### config.mk
export PLATFORM = sky130hd
export DESIGN_NAME = imu_packet_deframer_crc16
export DESIGN_NICKNAME = d
export VERILOG_FILES = /design/src/hw/rtl/pktdf_pkg.sv /design/src/hw/rtl/pktdf_in_reg.sv /design/src/hw/rtl/pktdf_parser.sv /design/src/hw/rtl/imu_packet_deframer_crc16.sv
export SDC_FILE = /design/constraint.sdc
export NUM_CORES = 1
export LEC_CHECK = 0
export BUFFER_PORTS_ARGS = -buffer_cell sky130_fd_sc_hd__buf_4
export CAP_MARGIN = 20
export CORE_AREA = 2 2 124 126
export DETAILED_ROUTE_END_ITERATION = 16
export DIE_AREA = 0 0 126 128
export PLACE_DENSITY = 0.84
export SLEW_MARGIN = 20
export SYNTH_ARGS = -nofsm -noshare
export SYNTH_HDL_FRONTEND = slang
export SYNTH_SLANG_ARGS = --single-unit
### constraint.sdc
create_clock -name i_clk -period 4 [get_ports i_clk]
set_input_delay 0.4 -clock i_clk [delete_from_list [all_inputs] [get_ports i_clk]]
set_output_delay 0.4 -clock i_clk [all_outputs]
set_load 0.005 [all_outputs]
### src/hw/rtl/pktdf_pkg.sv
package pktdf_pkg;

    // Framing bytes.
    localparam logic [7:0] SYNC_BYTE  = 8'h5A;
    localparam logic [7:0] TYPE_DATA  = 8'hA5;
    localparam logic [7:0] TYPE_PING  = 8'hA6;
    localparam logic [7:0] TYPE_REPLY = 8'hA7;

    // A ping reply always carries this many payload bytes.
    localparam logic [15:0] REPLY_BYTES = 16'd8;

    // CRC-16/XMODEM generator polynomial and top bit.
    localparam logic [15:0] CRC_POLY = 16'h1021;
    localparam logic [15:0] CRC_MSB  = 16'h8000;

    // Parser phase codes.
    localparam logic [2:0] PH_IDLE    = 3'd0;
    localparam logic [2:0] PH_TYPE    = 3'd1;
    localparam logic [2:0] PH_LEN_LO  = 3'd2;
    localparam logic [2:0] PH_LEN_HI  = 3'd3;
    localparam logic [2:0] PH_CRC_LO  = 3'd4;
    localparam logic [2:0] PH_CRC_HI  = 3'd5;
    localparam logic [2:0] PH_PAYLOAD = 3'd6;

    // Frame event codes.
    localparam logic [2:0] EV_NONE     = 3'd0;
    localparam logic [2:0] EV_PING     = 3'd1;
    localparam logic [2:0] EV_CRC_OK   = 3'd2;
    localparam logic [2:0] EV_CRC_ERR  = 3'd3;
    localparam logic [2:0] EV_REPLY    = 3'd4;
    localparam logic [2:0] EV_OVERFLOW = 3'd5;

    // One result item.
    typedef struct packed {
        logic        payload_valid;
        logic [7:0]  payload_byte;
        logic [7:0]  payload_index;
        logic [2:0]  frame_event;
        logic [7:0]  frame_type;
        logic [15:0] frame_length;
        logic [15:0] crc_sent;
        logic [15:0] crc_found;
    } t_result;

    // Byte-wide CRC-16/XMODEM update, MSB first.
    function automatic logic [15:0] crc16_byte(input logic [15:0] crc, input logic [7:0] b);
        logic [15:0] c;
        c = crc ^ {b, 8'h00};
        for (int i = 0; i < 8; i++) begin
            if ((c & CRC_MSB) != 16'h0000) begin
                c = {c[14:0], 1'b0} ^ CRC_POLY;
            end else begin
                c = {c[14:0], 1'b0};
            end
        end
        return c;
    endfunction

    // CRC after the sync and data type bytes, seeded with zero.
    localparam logic [15:0] CRC_HDR_SEED = crc16_byte(crc16_byte(16'h0000, SYNC_BYTE), TYPE_DATA);

endpackage

### src/hw/rtl/pktdf_in_reg.sv
module pktdf_in_reg
    import pktdf_pkg::*;
(
    input  logic       i_clk,
    input  logic       i_rst_n,
    input  logic       i_valid,
    output logic       o_ready,
    input  logic [7:0] i_byte,
    output logic       o_valid,
    output logic [7:0] o_byte,
    input  logic       i_take
);

    logic       r_valid;
    logic [7:0] r_byte;

    // The register frees up in the same cycle its request is taken.
    assign o_ready = !r_valid || i_take;

    // Valid flag of the held request.
    always_ff @(posedge i_clk) begin
        if (!i_rst_n) begin
            r_valid <= 1'b0;
        end else if (o_ready) begin
            r_valid <= i_valid;
        end
    end

    // Received byte, loaded on acceptance.
    always_ff @(posedge i_clk) begin
        if (i_valid && o_ready) begin
            r_byte <= i_byte;
        end
    end

    assign o_valid = r_valid;
    assign o_byte  = r_byte;

    // A held byte that is not taken must stay put.
    a_hold: assert property (@(posedge i_clk) disable iff (!i_rst_n)
        r_valid && !i_take |=> r_valid && $stable(r_byte))
        else $error("input register lost a held request");

    // A take is only issued for a held request.
    a_take: assert property (@(posedge i_clk) disable iff (!i_rst_n)
        i_take |-> r_valid)
        else $error("take without a held request");

    // After reset the register is empty.
    a_reset: assert property (@(posedge i_clk)
        !i_rst_n |=> !r_valid)
        else $error("input register not empty after reset");

endmodule

### src/hw/rtl/pktdf_parser.sv
module pktdf_parser
    import pktdf_pkg::*;
#(
    parameter int BUFFER_BYTES = 256
)(
    input  logic       i_clk,
    input  logic       i_rst_n,
    input  logic       i_valid,
    input  logic [7:0] i_byte,
    output logic       o_take,
    output logic       o_res_valid,
    input  logic       i_res_ready,
    output t_result    o_res
);

    localparam int OFF_W = $clog2(BUFFER_BYTES + 1);
    localparam int CMP_W = (OFF_W > 16) ? OFF_W : 16;

    logic [2:0]       r_phase, n_phase;
    logic [7:0]       r_kind, n_kind;
    logic [15:0]      r_len, n_len;
    logic [15:0]      r_hcrc, n_hcrc;
    logic [15:0]      r_rcrc, n_rcrc;
    logic [OFF_W-1:0] r_off, n_off;
    logic [OFF_W-1:0] off_inc;
    logic [15:0]      crc_upd;
    logic             r_res_valid;
    t_result          r_res, n_res;

    // A request advances when the result register is free or drains now.
    assign o_take = i_valid && (!r_res_valid || i_res_ready);

    assign off_inc = r_off + 1'b1;
    assign crc_upd = crc16_byte(r_rcrc, i_byte);

    // Frame parsing and result formation for one received byte.
    always_comb begin
        n_phase = r_phase;
        n_kind  = r_kind;
        n_len   = r_len;
        n_hcrc  = r_hcrc;
        n_rcrc  = r_rcrc;
        n_off   = r_off;
        n_res   = '0;
        case (r_phase)
            PH_IDLE: begin
                if (i_byte == SYNC_BYTE) begin
                    n_phase = PH_TYPE;
                end
            end
            PH_TYPE: begin
                // An unknown type is recorded and the type byte is awaited again.
                n_kind = i_byte;
                if (i_byte == TYPE_DATA) begin
                    n_rcrc  = CRC_HDR_SEED;
                    n_phase = PH_LEN_LO;
                end else if (i_byte == TYPE_PING) begin
                    n_len             = 16'h0000;
                    n_res.frame_event = EV_PING;
                    n_phase           = PH_IDLE;
                end else if (i_byte == TYPE_REPLY) begin
                    n_len   = REPLY_BYTES;
                    n_off   = '0;
                    n_phase = PH_PAYLOAD;
                end
            end
            PH_LEN_LO: begin
                n_len   = {8'h00, i_byte};
                n_rcrc  = crc_upd;
                n_phase = PH_LEN_HI;
            end
            PH_LEN_HI: begin
                n_len   = {i_byte, r_len[7:0]};
                n_rcrc  = crc_upd;
                n_phase = PH_CRC_LO;
            end
            PH_CRC_LO: begin
                n_hcrc  = {8'h00, i_byte};
                n_phase = PH_CRC_HI;
            end
            PH_CRC_HI: begin
                n_hcrc  = {i_byte, r_hcrc[7:0]};
                n_off   = '0;
                n_phase = PH_PAYLOAD;
            end
            PH_PAYLOAD: begin
                n_res.payload_valid = 1'b1;
                n_res.payload_byte  = i_byte;
                n_res.payload_index = 8'(r_off);
                n_off               = off_inc;
                if (r_kind == TYPE_DATA) begin
                    n_rcrc = crc_upd;
                end
                if (r_kind == TYPE_REPLY && CMP_W'(off_inc) >= CMP_W'(REPLY_BYTES)) begin
                    n_len             = REPLY_BYTES;
                    n_res.frame_event = EV_REPLY;
                    n_phase           = PH_IDLE;
                end
                // Overflow wins over a data frame completing on the same byte.
                if (off_inc >= OFF_W'(BUFFER_BYTES)) begin
                    n_res.frame_event = EV_OVERFLOW;
                    n_phase           = PH_IDLE;
                    n_off             = '0;
                end else if (r_kind == TYPE_DATA && CMP_W'(off_inc) >= CMP_W'(r_len)) begin
                    n_res.crc_sent    = r_hcrc;
                    n_res.crc_found   = n_rcrc;
                    n_res.frame_event = (n_rcrc == r_hcrc) ? EV_CRC_OK : EV_CRC_ERR;
                    n_phase           = PH_IDLE;
                end
            end
            default: begin
                n_phase = PH_IDLE;
            end
        endcase
        n_res.frame_type   = n_kind;
        n_res.frame_length = n_len;
    end

    // Frame state, updated once per advanced request.
    always_ff @(posedge i_clk) begin
        if (!i_rst_n) begin
            r_phase <= PH_IDLE;
            r_kind  <= 8'h00;
            r_len   <= 16'h0000;
            r_hcrc  <= 16'h0000;
            r_rcrc  <= 16'h0000;
            r_off   <= '0;
        end else if (o_take) begin
            r_phase <= n_phase;
            r_kind  <= n_kind;
            r_len   <= n_len;
            r_hcrc  <= n_hcrc;
            r_rcrc  <= n_rcrc;
            r_off   <= n_off;
        end
    end

    // Result valid flag.
    always_ff @(posedge i_clk) begin
        if (!i_rst_n) begin
            r_res_valid <= 1'b0;
        end else if (!r_res_valid || i_res_ready) begin
            r_res_valid <= i_valid;
        end
    end

    // Result payload.
    always_ff @(posedge i_clk) begin
        if (o_take) begin
            r_res <= n_res;
        end
    end

    assign o_res_valid = r_res_valid;
    assign o_res       = r_res;

    // A CRC verdict only comes with a payload byte.
    a_crc_with_payload: assert property (@(posedge i_clk) disable iff (!i_rst_n)
        r_res_valid && (r_res.frame_event == EV_CRC_OK || r_res.frame_event == EV_CRC_ERR)
        |-> r_res.payload_valid && r_res.frame_type == TYPE_DATA)
        else $error("CRC verdict without a data payload byte");

    // CRC fields are zero outside a CRC verdict.
    a_crc_zero: assert property (@(posedge i_clk) disable iff (!i_rst_n)
        r_res_valid && r_res.frame_event != EV_CRC_OK && r_res.frame_event != EV_CRC_ERR
        |-> r_res.crc_sent == 16'h0000 && r_res.crc_found == 16'h0000)
        else $error("CRC fields set without a verdict");

    // The ok verdict agrees with the compared values.
    a_crc_match: assert property (@(posedge i_clk) disable iff (!i_rst_n)
        r_res_valid && r_res.frame_event == EV_CRC_OK |-> r_res.crc_sent == r_res.crc_found)
        else $error("CRC ok reported on mismatch");

    // Overflow lands on the last buffer slot.
    a_overflow_index: assert property (@(posedge i_clk) disable iff (!i_rst_n)
        r_res_valid && r_res.frame_event == EV_OVERFLOW
        |-> r_res.payload_valid && r_res.payload_index == 8'(BUFFER_BYTES - 1))
        else $error("overflow at the wrong offset");

    // A ping reports the ping type and zero length.
    a_ping: assert property (@(posedge i_clk) disable iff (!i_rst_n)
        r_res_valid && r_res.frame_event == EV_PING
        |-> r_res.frame_type == TYPE_PING && r_res.frame_length == 16'h0000
            && !r_res.payload_valid)
        else $error("malformed ping event");

endmodule

### src/hw/rtl/imu_packet_deframer_crc16.sv
// An accepted byte waits in the input register until the parser takes it; its result
// is then held in the result register until it is taken on the result side.
// Throughput: one byte per cycle while the result side is ready; the byte-wide CRC-16
// update and phase logic are combinational between the input and result registers.
// Stalls on the result side back up through both registers as each one fills.
// Reset (i_rst_n low, synchronous) empties both registers and returns the parser
// to idle with type, length and CRC state cleared; there is no clearing pass.
module imu_packet_deframer_crc16
    import pktdf_pkg::*;
#(
    parameter int BUFFER_BYTES = 256
)(
    input  logic        i_clk,
    input  logic        i_rst_n,
    input  logic        i_rx_valid,
    output logic        o_rx_ready,
    input  logic [7:0]  i_rx_byte,
    output logic        o_res_valid,
    input  logic        i_res_ready,
    output logic        o_payload_valid,
    output logic [7:0]  o_payload_byte,
    output logic [7:0]  o_payload_index,
    output logic [2:0]  o_frame_event,
    output logic [7:0]  o_frame_type,
    output logic [15:0] o_frame_length,
    output logic [15:0] o_crc_sent,
    output logic [15:0] o_crc_found
);

    logic       held_valid;
    logic [7:0] held_byte;
    logic       take;
    t_result    res;

    // Input register that parts the byte source from the parser.
    pktdf_in_reg u_in_reg (
        .i_clk   (i_clk),
        .i_rst_n (i_rst_n),
        .i_valid (i_rx_valid),
        .o_ready (o_rx_ready),
        .i_byte  (i_rx_byte),
        .o_valid (held_valid),
        .o_byte  (held_byte),
        .i_take  (take)
    );

    // Frame parser with its result register.
    pktdf_parser #(
        .BUFFER_BYTES (BUFFER_BYTES)
    ) u_parser (
        .i_clk       (i_clk),
        .i_rst_n     (i_rst_n),
        .i_valid     (held_valid),
        .i_byte      (held_byte),
        .o_take      (take),
        .o_res_valid (o_res_valid),
        .i_res_ready (i_res_ready),
        .o_res       (res)
    );

    // Result fields out to their ports.
    assign o_payload_valid = res.payload_valid;
    assign o_payload_byte  = res.payload_byte;
    assign o_payload_index = res.payload_index;
    assign o_frame_event   = res.frame_event;
    assign o_frame_type    = res.frame_type;
    assign o_frame_length  = res.frame_length;
    assign o_crc_sent      = res.crc_sent;
    assign o_crc_found     = res.crc_found;

endmodule
Word-level counts from Yosys, hierarchy flattened --
Index checks and enable logic that the tools add are counted. W data, S select, Z words.
Word-level totals: flip-flop bits (word level) 154, latch bits 0, RAM bits 0, bits in read-only memories 0, input port bits 12, output and inout port bits 78, logic and storage cells 113, memories 0
Operators by class: add/subtract/negate cells 1, $mul 0, div/mod/pow operators 0, $lt $le $gt $ge 3, equality and inequality tests 20, shift operators 0, multiplexer cells 40, bitwise gates (word level) 12, reduce and logical (&&, ||, !) cells 19
Operator list (count):
- $mux W16 | 7
- $mux W13 | 8
- $pmux W16 S4 | 1
- $pmux W16 S3 | 1
- $eq A8 B8 Y1 const B | 5
- $mux W9 | 4
- $mux W3 | 11
- $pmux W16 S2 | 1
- $pmux W9 S3 | 1
- $not A3 Y3 | 8
- $pmux W3 S7 | 1
- $mux W17 | 1
- $eq A16 B16 Y1 | 1
- $ge A9 B16 Y1 | 1
- $xor A16 B16 Y16 | 1
- $add A9 B1 Y9 const B | 1
- $eq A3 B3 Y1 const B | 3
- $ge A9 B4 Y1 const B | 1
- $ge A9 B9 Y1 const B | 1
- $eq A8 B7 Y1 const B | 1
- $mux W8 | 1
- $ne A4 B1 Y1 const B | 2
- $eq A3 B2 Y1 const B | 2
- $ne A2 B1 Y1 const B | 3
- other kinds (17) | 28

Depth between registers and ports, before layout --
Gate-level depths: netlist (run 1).
depth in word-level cells 24, gate-level depth with buffers 16, mapped depth without buffers 13

Hierarchy --
From an unflattened synthesis (run 1), not the netlist that was laid out.
Second synthesis, totals: cells, all modules 707, area total of the unflattened synthesis 7275.7 sq um
Modules (own cells, without submodules):
- pktdf_parser | times used 1, cells each 694, area each 6977.9 sq um, sequential area each 3663.5 sq um
- pktdf_in_reg | times used 1, cells each 13, area each 297.8 sq um, sequential area each 260.2 sq um

Least setup slack after synthesis (run 1) --
Ideal clock, no wire load.
kind input -> register, from input i_res_ready, to register u_parser.r_res (netlist bit u_parser.o_res[0]) (enable), library setup time 469 ps, arrival time 3281 ps, data required time 3531 ps, setup slack 249 ps, stages 5, path buffers 2, path through nor2b_1 > nand2b_1 > inv_1 > clkbuf_1 > buf_1
Between the ends: word-level cells in the longest chain between the ends 2
RTL lines:
- from (decl) | line imu_packet_deframer_crc16.sv:19 | input logic i_res_ready,
- $logic_or A1 B1 Y1 | line pktdf_parser.sv:31 | assign o_take = i_valid && (!r_res_valid || i_res_ready);
- $logic_and A1 B1 Y1 | line pktdf_parser.sv:31
- via take | line imu_packet_deframer_crc16.sv:32 | logic take;
- to (signal assigned) | line pktdf_parser.sv:150 | r_res <= n_res;
- to (decl) | line pktdf_parser.sv:28 | t_result r_res, n_res;
The timed path passes the listed nets, and every way through them passes these cells. A chain may end at the register's enable or synchronous reset.

Worst setup path in the final report (run 1) --
from register u_parser.r_off[0], to register u_parser.r_res (netlist bit u_parser.o_res[31]) (data pin)
Between the ends: word-level cells in the longest chain between the ends 5, elaborated cells between the ends (all ways) 6, classes of those cells add/sub (1); order compare (2); bitwise (1); reduce/logical (2)
RTL lines:
- from (decl) | line pktdf_parser.sv:24 | logic [OFF_W-1:0] r_off, n_off;
- from (signal assigned) | line pktdf_parser.sv:134 | r_off <= n_off;
- $add A9 B1 Y9 * | line pktdf_parser.sv:33 | assign off_inc = r_off + 1'b1;
- $ge A9 B16 Y1 | line pktdf_parser.sv:104 | end else if (r_kind == TYPE_DATA && CMP_W'(off_inc) >= CMP_W'(r_len)) begin
- $logic_and A1 B1 Y1 | line pktdf_parser.sv:104
- $not A1 Y1 (no line)
- $reduce_or A3 Y1 (no line) *
Every way passes the cells marked *; elsewhere a longest branch is shown, timed or not.

==> flow_summary.yaml, run 1 <==
power_and_ir_drop:
  intPower_mw: 2.82
  share_seq_of_total_power: 0.483
  pwr-share-comb: 0.052
  cellPowerDensity_nw_per_um2: 402
  pwr-share-clk: 0.465
  vdd_ir_drop_max_v: 0.000310
  total_switching_power_uw: 754
  swShare: 0.211
  power.static_leakage_nw: 3.25
grt:
  globalRouteOverflowTotal: 0
  grt_pass1_vias: 5237
  grt_max_degree: 75
  initial_antenna_violation_count: 0
  grt_first_pass_wirelength_mm: 27.6
  track_usage: 0.220
die:
  die_width_microns: 126
  placement_rows: 45
  boundaryPins: 90
  die_height_microns: 128
  core_region_area_sq_um: 14900
  floorplan.initialDensity: 0.505
  design.die.area_sq_um: 16100
critical_path:
  r2r_setup_slack_ns: 0.44
  timing.critical_path.required_ns: 4.18
  ff2ff_path_depth: 10
  critical_register_to_register_path_endpoint: "u_parser.o_res[31]$_SDFFCE_PP0P_"
  crit_path_start: "u_parser.r_off[0]$_SDFFE_PN0P_"
  endpoint_kind: "flop"
  timing.critical_path.to: "u_parser.o_res[31]$_SDFFCE_PP0P_"
  path_max_fanout: 18
  worstPathArrival_ns: 3.74
  worst_flop_to_flop_path_startpoint: "u_parser.r_off[0]$_SDFFE_PN0P_"
  critical_path.startpoint_type: "flop"
  critPathKind: "reg2reg"
routing:
  detail_route.drc_violations: 0
  route.detailed.vias_per_inst: 5.80
  drt-total-wl_mm: 17.5
  drt-wirelength-per-cell_microns: 17.8
  detailedRoute.firstPassIterationCount: 5
  initialDrtViolationCount: 597
  drt.antenna.violating_nets: 0
  vias: 5687
timing:
  final_period_utilization: 0.890
  max_freq_mhz: 281
  finalSetupViolCount: 0
  slew_violations: 0
  worst_pin_slew_ns: 0.946
  grt_setup_unrepaired: "no"
  timing_hold_violations_final: 0
  fin_setup_tns_ns: 0
  slew-limit-headroom: 0.369
  fin_hold_ws_ns: 0.143
  timing.final.crit_period_ns: 3.56
  final.setup_skew_ns: 0.0101
synthesis:
  synth_top_cells_by_area: "sky130_fd_sc_hd__edfxtp_1 (34%), sky130_fd_sc_hd__dfxtp_1 (19%), sky130_fd_sc_hd__a21boi_0 (4.1%), sky130_fd_sc_hd__nand2_1 (4.0%), sky130_fd_sc_hd__xnor2_1 (3.0%)"
  net_count_synth: 730
  yosys.cell_types.count: 74
  avgSynthCellArea_sq_um: 10.6
  synth_largest_area_cell: "sky130_fd_sc_hd__edfxtp_1"
  postSynthRegisterBits: 154
  synthesis.instances: 708
  postSynth.asyncResetShare: 0
  ys.warnings.count: 0
  synth_top_cell_area_share: 0.336
  yosys_most_used_dff: "sky130_fd_sc_hd__edfxtp_1"
  netlist_area_sq_um: 7510
  synth_edf_count: 84
  seq_total_area_yosys: 0.523
clock_network:
  clock_latency_ns: 0.44
  tritoncts: "built"
  post-cts-setup-buffer-count: 0
  cts-root-buf: "sky130_fd_sc_hd__clkbuf_16"
  hold_buf_count_cts: 0
  ctsResizeCount: 0
  cts-htree-levels: 4
  numCtsBuffers: 17
  clock_sinks: 154
  cts_buffer_depth: 2
  cts.reportedPaths.clkPinSlew_ns: 0.06
outcome:
  outcome: "complete, no violations"
placement:
  finalWeightedCongestion: 0.928
  place.port_buffers: 89
  detailedPlacementHpwl_mm: 11.4
layout:
  postLayoutCoreUtil: 0.598
  design.final.nets: 802
  antenna_cells: 0
  final_layout_size_suffix_gt1_frac: 0.203
  layout_commonest_cell: "sky130_fd_sc_hd__buf_4"
  area_growth_pct: 18.5
  most-common-layout-cells: "sky130_fd_sc_hd__buf_4 (104), sky130_fd_sc_hd__edfxtp_1 (84), sky130_fd_sc_hd__nand2_1 (79)"
  fill_cells: 1201
run:
  max_cap_viols: 0
hold_path:
  worst_hold_path_type: "in2reg"
-- cells by family (layout without fill, tap and decap cells) --
kind of cell | count (synthesis) | count (layout) | share of synthesized area
multiplexers | 14 | 14 | 0.0200
AO/OA/AOI/OAI | 172 | 172 | 0.168
flip-flops | 154 | 154 | 0.523
adder cells (fa/ha/maj) | 10 | 10 | 0.0167
buffers and inverters | 72 | 157 | 0.0422
XOR/XNOR | 49 | 49 | 0.0690
AND/OR/NAND/NOR | 237 | 237 | 0.161
-- final cells by class --
class	instances	area (sq um)	area share
Inverter	21	80.1	0.00900
Clock buffer	18	429	0.0483
Tap cell	188	235	0.0264
Clock inverter	14	178	0.0200
Timing Repair Buffer	104	781	0.0878
Multi-Input combinational cell	482	3270	0.367
Sequential cell	154	3920	0.441
-- synthesized netlist by cell type, drive strengths merged, types with 3 or more instances --
library cell	n
a31oi	3
a211oi	6
mux2i	6
inv	21
and3	7
mux2	8
xor2	15
o21ai	39
o211a	6
nand2	80
clkbuf	33
ha	10
xnor2	31
edfxtp	84
nand3b	3
buf	18
a22o	15
nor2b	8
or2	4
o21a	4
nor2	37
nand2b	5
and2	35
a21oi	16
o2111ai	4
nand3	28
a21boi	48
dfxtp	70
nand4	6
o211ai	4
nor3	3
a32o	8
or3	7
nor4	5
-- per-layer routing --
layer / share of wire / vias up / wire length (microns) / GRT usage
li1: - / 2695 / - / -
met1: 0.42 / 2692 / 7270 / 0.288
met2: 0.47 / 248 / 8220 / 0.344
met3: 0.084 / 52 / 1470 / 0.0543
met4: 0.030 / 0 / 529 / 0.105
met5: 0 / - / 0 / 0
-- power groups by stage --
| stage | Clock (mW) | Combinational (mW) | Sequential (mW) |
|---|---|---|---|
| floorplan | 0 | 0.0966 | 1.76 |
| global placement | 0 | 0.184 | 1.76 |
| detailed placement | 0 | 0.186 | 1.76 |
| CTS | 1.67 | 0.188 | 1.73 |
| global route | 1.75 | 0.201 | 1.73 |
| finish | 1.66 | 0.188 | 1.72 |
-- sequential cells by signal (all words and copies together) (netlist names) --
register	cells
u_parser.o_res	76
u_parser.r_hcrc	16
u_parser.r_len	16
u_parser.r_rcrc	16
u_parser.r_off	9
u_in_reg.o_byte	8
u_parser.r_kind	8
u_parser.r_phase	3
u_in_reg.o_valid	1
u_parser.o_res_valid	1
-- critical path, cell delays in order (launching register included) --
cell	delay [ns]
sky130_fd_sc_hd__dfxtp_1	0.45
sky130_fd_sc_hd__ha_1	0.34
sky130_fd_sc_hd__and3_1	0.24
sky130_fd_sc_hd__nand3_1	0.10
sky130_fd_sc_hd__xnor2_1	0.22
sky130_fd_sc_hd__ha_1	0.28
sky130_fd_sc_hd__a2111oi_0	0.37
sky130_fd_sc_hd__o21a_1	0.22
sky130_fd_sc_hd__or3_1	0.61
sky130_fd_sc_hd__inv_2	0.25
sky130_fd_sc_hd__and2_1	0.23
-- worst min-delay path by stage --
stage,depth (start not counted),slack [ns],startpoint,end
after floorplan,2,0.45,u_parser.r_kind[5]$_SDFFE_PN0P_,u_parser.r_kind[5]$_SDFFE_PN0P_
after global placement,2,0.46,u_parser.r_kind[5]$_SDFFE_PN0P_,u_parser.r_kind[5]$_SDFFE_PN0P_
after detailed placement,2,0.47,u_parser.r_kind[7]$_SDFFE_PN0P_,u_parser.r_kind[7]$_SDFFE_PN0P_
after CTS,1,0.13,i_rx_byte[0],u_in_reg.o_byte[0]$_DFFE_PP_
after global routing,1,0.13,i_rx_byte[0],u_in_reg.o_byte[0]$_DFFE_PP_
final,1,0.14,i_rx_byte[0],u_in_reg.o_byte[0]$_DFFE_PP_
-- stage by stage --
step | power, mW | std cells | setup WS, ns | instance area, sq um
floorplan | 1.85 | 708 | 0.249 | 7510
global placement | 1.94 | 949 | 0.610 | 8290
detailed placement | 1.94 | 949 | 0.562 | 8290
CTS | 3.59 | 981 | 0.533 | 8890
global route | 3.68 | 981 | 0.232 | 8890
finish | 3.57 | 981 | 0.439 | 8890
No activity file was read; power rests on OpenSTA's default activity.
==> run 2: changes to the inputs <==
==> constraint.sdc (replaced) <==
create_clock -name i_clk -period 2.95 [get_ports i_clk]
set_input_delay 0.295 -clock i_clk [delete_from_list [all_inputs] [get_ports i_clk]]
set_output_delay 0.295 -clock i_clk [all_outputs]
set_load 0.005 [all_outputs]
==> flow_summary.yaml, run 2 (synthesis results as in run 1) <==
timing:
  final.setup_skew_ns: 0.00781
  slew_violations: 0
  max_freq_mhz: 358
  slew-limit-headroom: 0.498
  postLayoutSetupSlackWorst_ns: 0.155
  worst_pin_slew_ns: 0.750
  fin_hold_ws_ns: 0.0341
  timing.final.crit_period_ns: 2.79
  timing_hold_violations_final: 0
  finalSetupViolCount: 0
  fin_setup_tns_ns: 0
  grt_setup_unrepaired: "no"
  final_period_utilization: 0.947
layout:
  design.final.nets: 828
  final_layout_size_suffix_gt1_frac: 0.237
  most-common-layout-cells: "sky130_fd_sc_hd__buf_4 (129), sky130_fd_sc_hd__edfxtp_1 (84), sky130_fd_sc_hd__nand2_1 (79)"
  finalInstanceArea_sq_um: 9080
  area_growth_pct: 21.0
  layout_commonest_cell: "sky130_fd_sc_hd__buf_4"
  antenna_cells: 0
  largest_register_ff_count: 76
power_and_ir_drop:
  pwr-share-comb: 0.058
  vdd_ir_drop_max_v: 0.000418
  intPower_mw: 3.70
  total_switching_power_mw: 1.03
  pwr-share-clk: 0.448
  share_seq_of_total_power: 0.494
  cellPowerDensity_nw_per_um2: 521
  total_power_mw: 4.73
  power.static_leakage_nw: 3.35
  swShare: 0.219
grt:
  globalRouteOverflowTotal: 0
  grt_first_pass_wirelength_mm: 29.3
  track_usage: 0.233
  initial_antenna_violation_count: 0
  grt_pass1_vias: 5666
  grt_max_degree: 75
clock_network:
  clock_sinks: 154
  cts-htree-levels: 4
  cts_buffer_depth: 2
  cts-root-buf: "sky130_fd_sc_hd__clkbuf_16"
  numCtsBuffers: 17
  cts.reportedPaths.clkPinSlew_ns: 0.06
  tritoncts: "built"
  clock_latency_ns: 0.43
  hold_buf_count_cts: 0
die:
  die_height_microns: 128
  boundaryPins: 90
  placement_rows: 45
  floorplan.initialDensity: 0.505
  core_region_area_sq_um: 14900
  design.die.area_sq_um: 16100
  die_width_microns: 126
routing:
  route.detailed.vias_per_inst: 5.90
  drt-wirelength-per-cell_microns: 18.5
  drt.antenna.violating_nets: 0
  detailedRoute.firstPassIterationCount: 5
  drt-total-wl_mm: 18.6
  initialDrtViolationCount: 770
  vias: 5939
  detail_route.drc_violations: 0
critical_path:
  endpoint_kind: "flop"
  worst_path_max_delay_cell: "sky130_fd_sc_hd__or3_4"
  max_stage_delay_ns: 0.44
  path_cells: "and3_1, nor2b_1, xnor2_1, inv_1, ha_1, o21a_1, o211ai_1, nor2_1, inv_1, or3_4, buf_6, a21oi_1"
  critical_path.startpoint_type: "flop"
  critPathKind: "reg2reg"
  path_max_fanout: 14
  worstPathArrival_ns: 3.05
  timing.critical_path.required_ns: 3.20
  cell_repeated_most_along_the_worst_path: "sky130_fd_sc_hd__inv_1"
placement:
  place.port_buffers: 89
  detailed_place.area_sq_um: 8490
  finalWeightedCongestion: 0.940
  minimum_setup_slack_after_placement_ns: 0.0276
  detailedPlacementHpwl_mm: 12.7
hold_path:
  worst_hold_path_type: "in2reg"
outcome:
  outcome: "complete, no violations"
run:
  max_cap_viols: 0
==> run 2: changes by cell type in the layout (fill, tap and decap cells not counted), sizes merged <==
| cell | before | now |
|---|---|---|
| buf | 104 | 130 |
| clkinvlp | 2 | 4 |
| bufinv | 4 | 2 |
| clkinv | 8 | 5 |
| clkbuf | 18 | 21 |
==> run 2: area by class of cell <==
class	count	area, sq um
Timing Repair Buffer	130	980
Clock inverter	11	121
Inverter	21	82.6
Fill cell	1192	5780
Clock buffer	21	450
Tap cell	188	235
Multi-Input combinational cell	482	3290
Sequential cell	154	3930
==> run 2: what timing repair did <==
action                                  CTS  global route
pin swaps                                 0             1
setup buffers                             0             0
gates resized for setup                   2             5
endpoints found under the setup margin    2            26
==> run 2: routing by layer <==
| layer | vias up | wire length, microns | part of all wire | GRT usage |
|---|---|---|---|---|
| met5 | - | 0 | 0 | 0 |
| met4 | 0 | 661 | 0.035 | 0.100 |
| met3 | 68 | 1700 | 0.091 | 0.0622 |
| met2 | 291 | 9010 | 0.48 | 0.375 |
| met1 | 2842 | 7260 | 0.39 | 0.297 |
| li1 | 2738 | - | - | - |
==> run 2: stage by stage <==
stage	utilization	instances
after floorplan	-	708
final	0.611	1007
after detailed placement	0.571	975
after global placement	0.571	975
after global routing	0.611	1007
after CTS	0.610	1007
==> run 2: critical path, delay by kind of cell (launching register included) <==
kind / cells / cell delay (ns)
fa+ha+maj: 1 / 0.28
compound gates: 3 / 0.41
simple gates: 4 / 0.96
xor+xnor: 1 / 0.20
buf+inv: 3 / 0.36
flops: 1 / 0.41
==> run 2: path summary, 6_finish.rpt <==
kind / start / end / slack, ns / depth (start not counted)
worst max-delay path: u_parser.r_off[6]$_SDFFE_PN0P_ / u_parser.o_res[11]$_SDFFCE_PP0P_ / 0.16 / 12
worst min-delay path: i_rx_byte[7] / u_in_reg.o_byte[7]$_DFFE_PP_ / 0.03 / 1
worst max register to register: u_parser.r_off[6]$_SDFFE_PN0P_ / u_parser.o_res[11]$_SDFFCE_PP0P_ / 0.16 / 12
worst min register to register: u_parser.r_kind[0]$_SDFFE_PN0P_ / u_parser.r_kind[0]$_SDFFE_PN0P_ / 0.48 / 2
==> run 2: power groups by stage <==
stage	clock network (mW)	registers (mW)	logic, mW
6_report	2.12	2.34	0.274
5_1_grt	2.23	2.34	0.292
4_1_cts	2.14	2.34	0.274
3_5_place_dp	0	2.38	0.272
3_3_place_gp	0	2.38	0.269
2_1_floorplan	0	2.38	0.132
